==> config.mk <==
export PLATFORM = sky130hd
export DESIGN_NAME = bspline_basis_evaluator_top_flat
export DESIGN_NICKNAME = d
export VERILOG_FILES = /design/src/hdl/bsb_pkg.sv /design/src/hdl/bsb_if.sv /design/src/hdl/bsb_div.sv /design/src/hdl/bspline_basis_evaluator_top.sv /design/src/flat_wrapper.sv
export SDC_FILE = /design/constraint.sdc
export NUM_CORES = 2
export LEC_CHECK = 0
export BUFFER_PORTS_ARGS = -buffer_cell sky130_fd_sc_hd__buf_2
export CAP_MARGIN = 10
export CORE_MARGIN = 2
export CORE_UTILIZATION = 40
export DETAILED_ROUTE_END_ITERATION = 12
export GPL_ROUTABILITY_DRIVEN = 0
export MAX_ROUTING_LAYER = met4
export REMOVE_ABC_BUFFERS = 1
export SETUP_SLACK_MARGIN = 0.15
export SKIP_LAST_GASP = 1
export SLEW_MARGIN = 0
export SYNTH_ARGS = -nofsm -noshare
export SYNTH_HDL_FRONTEND = slang
export SYNTH_SLANG_ARGS = --single-unit
==> constraint.sdc <==
create_clock -name clk -period 12.1 [get_ports clk]
set_clock_uncertainty 0.05 [all_clocks]
set_input_delay 2.42 -clock clk [delete_from_list [all_inputs] [get_ports clk]]
set_output_delay 2.42 -clock clk [all_outputs]
set_load 0.01 [all_outputs]
==> src/hdl/bsb_pkg.sv <==
// Package for the B-spline basis evaluator: sequencer states, widths, constants.
// No dependencies.
`default_nettype none
package bsb_pkg;
    localparam int unsigned KNOT_W = 16;
    localparam int unsigned VAL_W  = 16;
    localparam logic [16:0] ONE_Q15 = 17'd32768;

    typedef enum logic [0:0] {
        REQ_WRITE = 1'b0,
        REQ_EVAL  = 1'b1
    } req_t;

    typedef enum logic [3:0] {
        ST_IDLE,
        ST_BASE,
        ST_T1,
        ST_T2,
        ST_T3,
        ST_T4,
        ST_MUL,
        ST_DIV,
        ST_ACC,
        ST_STORE,
        ST_DONE
    } state_t;
endpackage
`default_nettype wire

==> src/hdl/bsb_if.sv <==
// Valid/ready channel interfaces for requests and results.
// Depends on nothing.
`default_nettype none
interface bsb_req_if;
    logic        valid;
    logic        ready;
    logic        req_type;
    logic [3:0]  knot_slot;
    logic signed [15:0] knot_value;
    logic signed [15:0] sample_x;
    logic [3:0]  basis_index;
    modport source (output valid, req_type, knot_slot, knot_value, sample_x, basis_index,
                    input ready);
    modport sink   (input valid, req_type, knot_slot, knot_value, sample_x, basis_index,
                    output ready);
endinterface

interface bsb_res_if;
    logic        valid;
    logic        ready;
    logic [15:0] basis_value;
    logic        status;
    modport source (output valid, basis_value, status, input ready);
    modport sink   (input valid, basis_value, status, output ready);
endinterface
`default_nettype wire

==> src/hdl/bsb_div.sv <==
// Restoring signed divider, one quotient bit a cycle, truncation toward zero.
// Depends on nothing.
`default_nettype none
module bsb_div
(
    input  wire logic               clk,
    input  wire logic               rst_n,
    input  wire logic               start,
    input  wire logic signed [33:0] dividend,
    input  wire logic signed [16:0] divisor,
    output logic                    done,
    output logic signed [33:0]      quotient
);
    logic [33:0] num_reg, num_next;
    logic [33:0] rem_reg, rem_next;
    logic [16:0] den_reg, den_next;
    logic        neg_reg, neg_next;
    logic [5:0]  cnt_reg, cnt_next;
    logic        busy_reg, busy_next;
    logic [33:0] trial;

    always_ff @(posedge clk or negedge rst_n)
    begin
        if (!rst_n)
        begin
            busy_reg <= 1'b0;
            cnt_reg  <= '0;
        end
        else
        begin
            busy_reg <= busy_next;
            cnt_reg  <= cnt_next;
        end
    end

    always_ff @(posedge clk)
    begin
        num_reg <= num_next;
        rem_reg <= rem_next;
        den_reg <= den_next;
        neg_reg <= neg_next;
    end

    always_comb
    begin
        num_next  = num_reg;
        rem_next  = rem_reg;
        den_next  = den_reg;
        neg_next  = neg_reg;
        cnt_next  = cnt_reg;
        busy_next = busy_reg;
        done      = 1'b0;
        trial     = {rem_reg[32:0], num_reg[33]};
        if (start)
        begin
            num_next  = dividend[33] ? 34'(-dividend) : dividend;
            den_next  = divisor[16] ? 17'(-divisor) : divisor;
            neg_next  = dividend[33] ^ divisor[16];
            rem_next  = '0;
            cnt_next  = 6'd34;
            busy_next = 1'b1;
        end
        else if (busy_reg)
        begin
            if (trial >= {17'd0, den_reg})
            begin
                rem_next = trial - {17'd0, den_reg};
                num_next = {num_reg[32:0], 1'b1};
            end
            else
            begin
                rem_next = trial;
                num_next = {num_reg[32:0], 1'b0};
            end
            cnt_next = cnt_reg - 6'd1;
            if (cnt_reg == 6'd1)
            begin
                busy_next = 1'b0;
                done      = 1'b1;
            end
        end
    end

    assign quotient = neg_reg ? 34'(-$signed(num_next)) : $signed(num_next);
endmodule
`default_nettype wire

==> src/hdl/bspline_basis_evaluator_top.sv <==
// Each divided term reads its knots, multiplies and then runs the shared divider; a zero
// span skips the divider. Each base knot pair is read from the knot table. A write request
// or an out-of-range index is answered in the idle state without starting the sequencer.
// The rate is set by the shared one-bit-a-cycle divider; one request at a time.
// Reset clears control and sets degree to 3; the knot table is undefined until
// written.
`default_nettype none
module bspline_basis_evaluator_top
#(
    parameter int unsigned NUM_KNOTS  = 16,
    parameter int unsigned MAX_DEGREE = 3
)
(
    input  wire logic       clk,
    input  wire logic       rst_n,
    input  wire logic       cfg_we,
    input  wire logic [1:0] cfg_wdata,
    bsb_req_if.sink         req,
    bsb_res_if.source       res
);
    localparam int unsigned KA = (NUM_KNOTS > 1) ? $clog2(NUM_KNOTS) : 1;
    localparam int unsigned LW = (MAX_DEGREE > 0) ? $clog2(MAX_DEGREE + 1) : 1;

    logic signed [15:0] knot_mem [NUM_KNOTS];

    bsb_pkg::state_t st_reg, st_next;
    logic [1:0]  deg_reg;
    logic [2:0]  d_eff;
    logic [2:0]  dr_reg, dr_next;
    logic [2:0]  k_reg, k_next;
    logic [2:0]  m_reg, m_next;
    logic        half_reg, half_next;
    logic [4:0]  i_reg, i_next;
    logic signed [15:0] x_reg, x_next;
    logic [16:0] lvl_reg [MAX_DEGREE + 1];
    logic signed [15:0] ta_reg, tb_reg;
    logic [KA-1:0] rd_addr;
    logic signed [15:0] rd_data_reg;
    logic signed [34:0] acc_reg, acc_next;
    logic signed [33:0] prod_reg;
    logic signed [16:0] num_reg, den_reg;
    logic        out_valid_reg, out_valid_next;
    logic [15:0] out_val_reg, out_val_next;
    logic        out_st_reg, out_st_next;
    logic        div_start, div_done;
    logic signed [33:0] div_q;
    logic [2:0]  sel_a, sel_b;
    logic        load_a, load_b;
    logic        base_w;
    logic [LW-1:0] wr_idx;
    logic [16:0] wr_val;
    logic        lvl_we;

    assign d_eff = (32'(deg_reg) > MAX_DEGREE) ? 3'(MAX_DEGREE) : {1'b0, deg_reg};

    always_ff @(posedge clk or negedge rst_n)
    begin
        if (!rst_n)
            deg_reg <= 2'd3;
        else if (cfg_we)
            deg_reg <= cfg_wdata;
    end

    always_ff @(posedge clk)
    begin
        if (req.valid && req.ready && req.req_type == bsb_pkg::REQ_WRITE &&
            32'(req.knot_slot) < NUM_KNOTS)
            knot_mem[KA'(req.knot_slot)] <= req.knot_value;
        rd_data_reg <= knot_mem[rd_addr];
    end

    bsb_div u_div
    (
        .clk      (clk),
        .rst_n    (rst_n),
        .start    (div_start),
        .dividend (prod_reg),
        .divisor  (den_reg),
        .done     (div_done),
        .quotient (div_q)
    );

    // knot address: base phase reads t[i+m], t[i+m+1]; term phase reads four knots
    always_comb
    begin
        sel_a = m_reg;
        sel_b = m_reg + 3'd1;
        if (k_reg != 3'd0)
        begin
            if (!half_reg)
            begin
                sel_a = m_reg;
                sel_b = m_reg + k_reg;
            end
            else
            begin
                sel_a = m_reg + k_reg + 3'd1;
                sel_b = m_reg + 3'd1;
            end
        end
    end

    always_comb
    begin
        st_next        = st_reg;
        dr_next        = dr_reg;
        k_next         = k_reg;
        m_next         = m_reg;
        half_next      = half_reg;
        i_next         = i_reg;
        x_next         = x_reg;
        acc_next       = acc_reg;
        out_valid_next = out_valid_reg;
        out_val_next   = out_val_reg;
        out_st_next    = out_st_reg;
        div_start      = 1'b0;
        load_a         = 1'b0;
        load_b         = 1'b0;
        base_w         = 1'b0;
        lvl_we         = 1'b0;
        wr_idx         = LW'(m_reg);
        wr_val         = '0;
        rd_addr        = KA'(i_reg + 5'(sel_a));
        req.ready      = 1'b0;
        if (out_valid_reg && res.ready)
            out_valid_next = 1'b0;
        unique case (st_reg)
            bsb_pkg::ST_IDLE:
            begin
                req.ready = !out_valid_reg || res.ready;
                if (req.valid && req.ready && req.req_type == bsb_pkg::REQ_EVAL)
                begin
                    i_next   = {1'b0, req.basis_index};
                    x_next   = req.sample_x;
                    dr_next  = d_eff;
                    m_next   = '0;
                    k_next   = '0;
                    half_next = 1'b0;
                    if (32'(req.basis_index) + 32'(d_eff) + 1 >= NUM_KNOTS)
                    begin
                        out_valid_next = 1'b1;
                        out_val_next   = '0;
                        out_st_next    = 1'b1;
                    end
                    else
                        st_next = bsb_pkg::ST_BASE;
                end
            end
            bsb_pkg::ST_BASE:
            begin
                rd_addr = KA'(i_reg + 5'(sel_a));
                st_next = bsb_pkg::ST_T1;
            end
            bsb_pkg::ST_T1:
            begin
                load_a  = 1'b1;
                rd_addr = KA'(i_reg + 5'(sel_b));
                st_next = bsb_pkg::ST_T2;
            end
            bsb_pkg::ST_T2:
            begin
                rd_addr = KA'(i_reg + 5'(sel_b));
                st_next = bsb_pkg::ST_T3;
            end
            bsb_pkg::ST_T3:
            begin
                load_b = 1'b1;
                if (k_reg == 3'd0)
                begin
                    base_w = 1'b1;
                    if (m_reg == dr_reg)
                    begin
                        m_next = '0;
                        k_next = 3'd1;
                        if (dr_reg == 3'd0)
                            st_next = bsb_pkg::ST_DONE;
                        else
                            st_next = bsb_pkg::ST_BASE;
                    end
                    else
                    begin
                        m_next  = m_reg + 3'd1;
                        st_next = bsb_pkg::ST_BASE;
                    end
                end
                else
                    st_next = bsb_pkg::ST_T4;
            end
            bsb_pkg::ST_T4:
            begin
                st_next = bsb_pkg::ST_MUL;
            end
            bsb_pkg::ST_MUL:
            begin
                st_next = bsb_pkg::ST_DIV;
            end
            bsb_pkg::ST_DIV:
            begin
                if (den_reg == 17'sd0)
                    st_next = bsb_pkg::ST_ACC;
                else
                begin
                    div_start = 1'b1;
                    st_next   = bsb_pkg::ST_ACC;
                end
            end
            bsb_pkg::ST_ACC:
            begin
                if (den_reg == 17'sd0 || div_done)
                begin
                    if (den_reg != 17'sd0)
                        acc_next = half_reg ? 35'(acc_reg + div_q) : 35'(div_q);
                    else if (!half_reg)
                        acc_next = '0;
                    if (!half_reg)
                    begin
                        half_next = 1'b1;
                        st_next   = bsb_pkg::ST_BASE;
                    end
                    else
                        st_next = bsb_pkg::ST_STORE;
                end
            end
            bsb_pkg::ST_STORE:
            begin
                lvl_we    = 1'b1;
                wr_val    = acc_reg[34] ? 17'd0 :
                            (acc_reg > $signed({1'b0, bsb_pkg::ONE_Q15})) ?
                            bsb_pkg::ONE_Q15 : acc_reg[16:0];
                half_next = 1'b0;
                if (m_reg + k_reg == dr_reg)
                begin
                    m_next = '0;
                    if (k_reg == dr_reg)
                        st_next = bsb_pkg::ST_DONE;
                    else
                    begin
                        k_next  = k_reg + 3'd1;
                        st_next = bsb_pkg::ST_BASE;
                    end
                end
                else
                begin
                    m_next  = m_reg + 3'd1;
                    st_next = bsb_pkg::ST_BASE;
                end
            end
            bsb_pkg::ST_DONE:
            begin
                if (!out_valid_reg)
                begin
                    out_valid_next = 1'b1;
                    out_val_next   = lvl_reg[0][15:0];
                    out_st_next    = 1'b0;
                    st_next        = bsb_pkg::ST_IDLE;
                end
            end
            default:
            begin
                st_next = bsb_pkg::ST_IDLE;
            end
        endcase
    end

    // term datapath: ta = first knot, tb = second knot; numerator/denominator
    always_ff @(posedge clk)
    begin
        if (load_a)
            ta_reg <= rd_data_reg;
        if (load_b)
            tb_reg <= rd_data_reg;
        if (st_reg == bsb_pkg::ST_T4)
        begin
            if (!half_reg)
            begin
                num_reg <= 17'(x_reg) - 17'(ta_reg);
                den_reg <= 17'(tb_reg) - 17'(ta_reg);
            end
            else
            begin
                num_reg <= 17'(ta_reg) - 17'(x_reg);
                den_reg <= 17'(ta_reg) - 17'(tb_reg);
            end
        end
        if (st_reg == bsb_pkg::ST_MUL)
            prod_reg <= num_reg * $signed({1'b0, lvl_reg[LW'(m_reg + 3'(half_reg))]});
        if (base_w)
            lvl_reg[LW'(m_reg)] <= (ta_reg <= x_reg && x_reg < rd_data_reg) ?
                                   bsb_pkg::ONE_Q15 : 17'd0;
        if (lvl_we)
            lvl_reg[wr_idx] <= wr_val;
    end

    always_ff @(posedge clk or negedge rst_n)
    begin
        if (!rst_n)
        begin
            st_reg        <= bsb_pkg::ST_IDLE;
            out_valid_reg <= 1'b0;
            dr_reg <= '0;
            k_reg  <= '0;
            m_reg  <= '0;
            half_reg <= 1'b0;
            i_reg  <= '0;
        end
        else
        begin
            st_reg        <= st_next;
            out_valid_reg <= out_valid_next;
            dr_reg <= dr_next;
            k_reg  <= k_next;
            m_reg  <= m_next;
            half_reg <= half_next;
            i_reg  <= i_next;
        end
    end

    always_ff @(posedge clk)
    begin
        x_reg       <= x_next;
        acc_reg     <= acc_next;
        out_val_reg <= out_val_next;
        out_st_reg  <= out_st_next;
    end

    assign res.valid       = out_valid_reg;
    assign res.basis_value = out_val_reg;
    assign res.status      = out_st_reg;

    a_busy_no_ready: assert property (@(posedge clk) disable iff (!rst_n)
        (st_reg != bsb_pkg::ST_IDLE) |-> !req.ready)
        else $error("request taken while busy");
    a_val_range: assert property (@(posedge clk) disable iff (!rst_n)
        res.valid |-> (res.basis_value <= 16'd32768))
        else $error("basis value above one");
    a_status_zero: assert property (@(posedge clk) disable iff (!rst_n)
        (res.valid && res.status) |-> (res.basis_value == 16'd0))
        else $error("out of range result not zero");
endmodule
`default_nettype wire

==> src/flat_wrapper.sv <==
// flat-port wrapper written by rule: the top's interface ports become plain ports
module bspline_basis_evaluator_top_flat 
#(
    parameter int unsigned NUM_KNOTS  = 16,
    parameter int unsigned MAX_DEGREE = 3
)
  (clk, rst_n, cfg_we, cfg_wdata, req_valid, req_req_type, req_knot_slot, req_knot_value, req_sample_x, req_basis_index, req_ready, res_valid, res_basis_value, res_status, res_ready);
  bsb_req_if req_i ();
  bsb_res_if res_i ();
  input  wire logic clk;
  input  wire logic rst_n;
  input  wire logic cfg_we;
  input  wire logic [1:0] cfg_wdata;
  input wire logic [$bits(req_i.valid)-1:0] req_valid;
  input wire logic [$bits(req_i.req_type)-1:0] req_req_type;
  input wire logic [$bits(req_i.knot_slot)-1:0] req_knot_slot;
  input wire logic [$bits(req_i.knot_value)-1:0] req_knot_value;
  input wire logic [$bits(req_i.sample_x)-1:0] req_sample_x;
  input wire logic [$bits(req_i.basis_index)-1:0] req_basis_index;
  output wire logic [$bits(req_i.ready)-1:0] req_ready;
  output wire logic [$bits(res_i.valid)-1:0] res_valid;
  output wire logic [$bits(res_i.basis_value)-1:0] res_basis_value;
  output wire logic [$bits(res_i.status)-1:0] res_status;
  input wire logic [$bits(res_i.ready)-1:0] res_ready;
  assign req_i.valid = req_valid;
  assign req_i.req_type = req_req_type;
  assign req_i.knot_slot = req_knot_slot;
  assign req_i.knot_value = req_knot_value;
  assign req_i.sample_x = req_sample_x;
  assign req_i.basis_index = req_basis_index;
  assign req_ready = req_i.ready;
  assign res_valid = res_i.valid;
  assign res_basis_value = res_i.basis_value;
  assign res_status = res_i.status;
  assign res_i.ready = res_ready;
  bspline_basis_evaluator_top #(.NUM_KNOTS(NUM_KNOTS), .MAX_DEGREE(MAX_DEGREE)) u_core (.clk(clk), .rst_n(rst_n), .cfg_we(cfg_we), .cfg_wdata(cfg_wdata), .req(req_i), .res(res_i));
endmodule
==> qor.txt <==
==========================================================================================
GR Util met3                                                                         2.65%
Via count                                                                            27000
Fraction of final layout cells sized beyond drive strength 1                         9.86%
Post-synth design cell area                                                     41300 um^2
Clock edge transition at the registers on the reported setup and hold paths        0.06 ns
Per-instance average area after synthesis                                        11.3 um^2
Vias in the first global route                                                       27600
Final period demand of the worst path                                              9.14 ns
Number of hold-slack violations in the final timing report                               0
TritonCTS Sinks                                                                        620
Actual transition at the worst max-transition pin                                  1.11 ns
Layout Area Growth over Synthesis                                                    10.6%
Residual DRC                                                                             0
Reg-to-reg endpoint                                                           u_core.prod_reg[33]
Final core utilization                                                               44.8%
Die span in x                                                                       325 um
Postcts setup bufs                                                                       0
Final routed wirelength across all metal layers                                   97400 um
Netlist cell types                                                                      82
Post-CTS Hold Buffers                                                                    0
Routing usage on met1                                                                23.9%
Number of I/O pins                                                                      67
Unrepaired setup endpoints after global routing                                         no
Maximum capacitance violations                                                           0
Sequential element share of the synthesized area                                     42.7%
Area enclosed by the die boundary                                              106000 um^2
Post-synthesis async set-or-reset flop share                                         4.35%
Worst reg-to-reg setup slack                                                       2.96 ns
Clock insertion delay at the later pin of the skew report                          0.67 ns
Global routing's busiest layer                                                        met2
Maximum operating frequency                                                        109 MHz
Clock root buffer                                                                clkbuf_16
Detailed Route Iter0 Violations                                                       1652
Part of the cycle the worst path needs                                               75.6%
Pins Over Slew Limit                                                                     0
Count of final setup violators                                                           0
Worst hold path type                                                               reg2reg
Overflow after GRT                                                                       0
Buffers added on ports                                                                  66
Setup total negative slack                                                            0 ns
EDFF count, synth                                                                      510
Number of buffers created by CTS                                                        71
H-Tree Level Count                                                                       3
Count of nets after finishing                                                         4237
Last element of the critical path                                             u_core.prod_reg[33]
Area of combinational cells with multiple inputs                                21600 um^2
Global-route met2 utilization                                                        32.0%
Filler Cells Inserted                                                                 9462
Type of element launching the critical path                                      flip-flop
Number of vias per cell after detailed routing                                        5.28
Largest net degree at the start of global routing                                       75
Kind of critical path                                                              reg2reg
Outcome                                                                       finished clean
Depth of the most critical reg-to-reg path                                              25
Placed Cells incl. Taps                                                               4973
Relative max-transition margin                                                       25.3%
Final std cells w/o fill                                                              5106
Start point of the critical path                                              u_core.half_reg
FF+latch count, synth                                                                  620
CTS tree                                                                               yes
Average detailed-routed wire length per instance                                   19.1 um
Antenna violations before repair                                                         8
Standard-cell rows                                                                     117
Most used flip-flop cell after synthesis                                          edfxtp_1
Total number of yosys warnings                                                           0
Wire length of the first global-routing pass                                     155000 um
Worst path required time                                                          12.45 ns
Post-Syn Instances                                                                    3647
Total routing usage reported by global routing                                       19.1%
CP Max Fanout                                                                           57
Initial cell density of the core                                                     40.5%
Leading post-synthesis cells by cell area                                     edfxtp_1 37%, fa_1 11%, ha_1 8.4%
Area taken by flip-flops and latches                                            17700 um^2
Largest register FFs                                                                   256
Final ANT Viol Nets                                                                      0
Biggest area consumer among synthesized cells                                     edfxtp_1
Number of instances resized during post-cts repair                                       0
Number of buffers on the longest clock path                                              3
Yosys top cell area share                                                            37.1%
Crit end category                                                                flip-flop
Final HPWL DP                                                                     71200 um
Area of the core region                                                        102000 um^2
DRT Pass-1 Iters                                                                         7
Critical R2R Launch                                                           u_core.half_reg
Vertical extent of the die                                                          325 um
Arrival @ worst endpoint                                                           9.50 ns
==========================================================================================
## placed cells by master (no fill, tap or decap), types with 71 or more instances in the layout
cell type,n
a211oi_1,77
a21o_1,74
a21oi_1,167
and2_1,177
clkbuf_16,71
dfxtp_1,83
edfxtp_1,510
fa_1,232
ha_1,277
inv_1,428
mux4_2,81
nand2_1,267
nor2_1,144
o21ai_0,140
xnor2_1,126
xor2_1,71
## worst min path at each step
| stage | startpoint | end | slack (ns) | cells past startpoint |
|---|---|---|---|---|
| floorplan | u_core.rd_data_reg[10] | u_core.ta_reg[10] | 0.38 | 0 |
| global placement | u_core.rd_data_reg[11] | u_core.ta_reg[11] | 0.38 | 0 |
| detailed placement | u_core.rd_data_reg[11] | u_core.tb_reg[11] | 0.39 | 0 |
| CTS | u_core.rd_data_reg[11] | u_core.tb_reg[11] | 0.40 | 0 |
| global route | u_core.rd_data_reg[13] | u_core.tb_reg[13] | 0.43 | 0 |
| finish | u_core.rd_data_reg[11] | u_core.tb_reg[11] | 0.40 | 0 |
## cell type report
cell class	instances	share of cell area (%)
clock buffers	97	4.30
flip-flops and latches	620	38.7
well taps	1368	3.75
inverters	431	3.54
multi-input cells	2450	47.3
repair buffers	104	1.35
diodes	5	0.0274
clock inverters	31	1.02
## per-layer routing
metal / routed length, um / vias to the layer above
met4: 3030 / 0
met5: 0 / -
met1: 41800 / 13400
met2: 48600 / 501
li1: - / 12900
met3: 4010 / 155
## cells by family after synthesis
logic type      Yosys count  share of synthesized area (%)
fa+ha+maj               511                           19.7
simple gates            926                           11.4
xor+xnor                200                           4.24
other cells               1                        0.00908
flops                   620                           42.7
buf+inv                 580                           5.32
compound gates          666                           10.6
mux                     143                           5.96
## synth_stat cells, drive strengths merged (8+ instances only)
master / n
edfxtp: 510
inv: 429
ha: 278
nand2: 267
fa: 233
and2: 177
a21oi: 168
nor2: 160
o21ai: 141
xnor2: 127
clkbuf: 118
dfxtp: 83
mux4: 81
a211oi: 77
a21o: 74
xor2: 73
nor2b: 65
nor3: 54
mux2i: 48
nand2b: 45
o31ai: 34
buf: 31
nand3: 30
nor4: 27
dfrtp: 25
or3: 24
o41ai: 20
nand4: 19
o21a: 19
o211ai: 18
a31oi: 15
mux2: 14
a21boi: 13
or2: 12
or4: 12
and3: 11
o311ai: 8
## through the flow
step | instance area, um^2 | setup slack [ns] | hold WS, ns
2_1_floorplan | 40700 | 2.01 | 0.376
3_3_place_gp | 43200 | 2.93 | 0.383
3_5_place_dp | 43200 | 2.92 | 0.391
4_1_cts | 45700 | 2.90 | 0.398
5_1_grt | 45700 | 2.39 | 0.432
6_report | 45700 | 2.96 | 0.399
## critical path: stages, from the launching register on
cell	delay, ns
dfrtp_4	0.72
ha_1	0.40
buf_4	0.33
mux4_2	0.75
and2_1	0.26
fa_1	0.53
inv_1	0.06
fa_1	0.57
fa_1	0.43
fa_1	0.49
inv_1	0.06
fa_1	0.54
inv_1	0.06
fa_1	0.53
inv_1	0.04
ha_1	0.36
a2111o_1	0.41
o211ai_1	0.16
a21oi_1	0.06
a221o_1	0.39
o31a_1	0.30
o311ai_0	0.40
a21boi_0	0.19
o311ai_0	0.48
mux2i_1	0.24
nor2_1	0.06
Power is not shown: default switching activity piles up to over one toggle a cycle in this logic, so the estimate is an artifact.
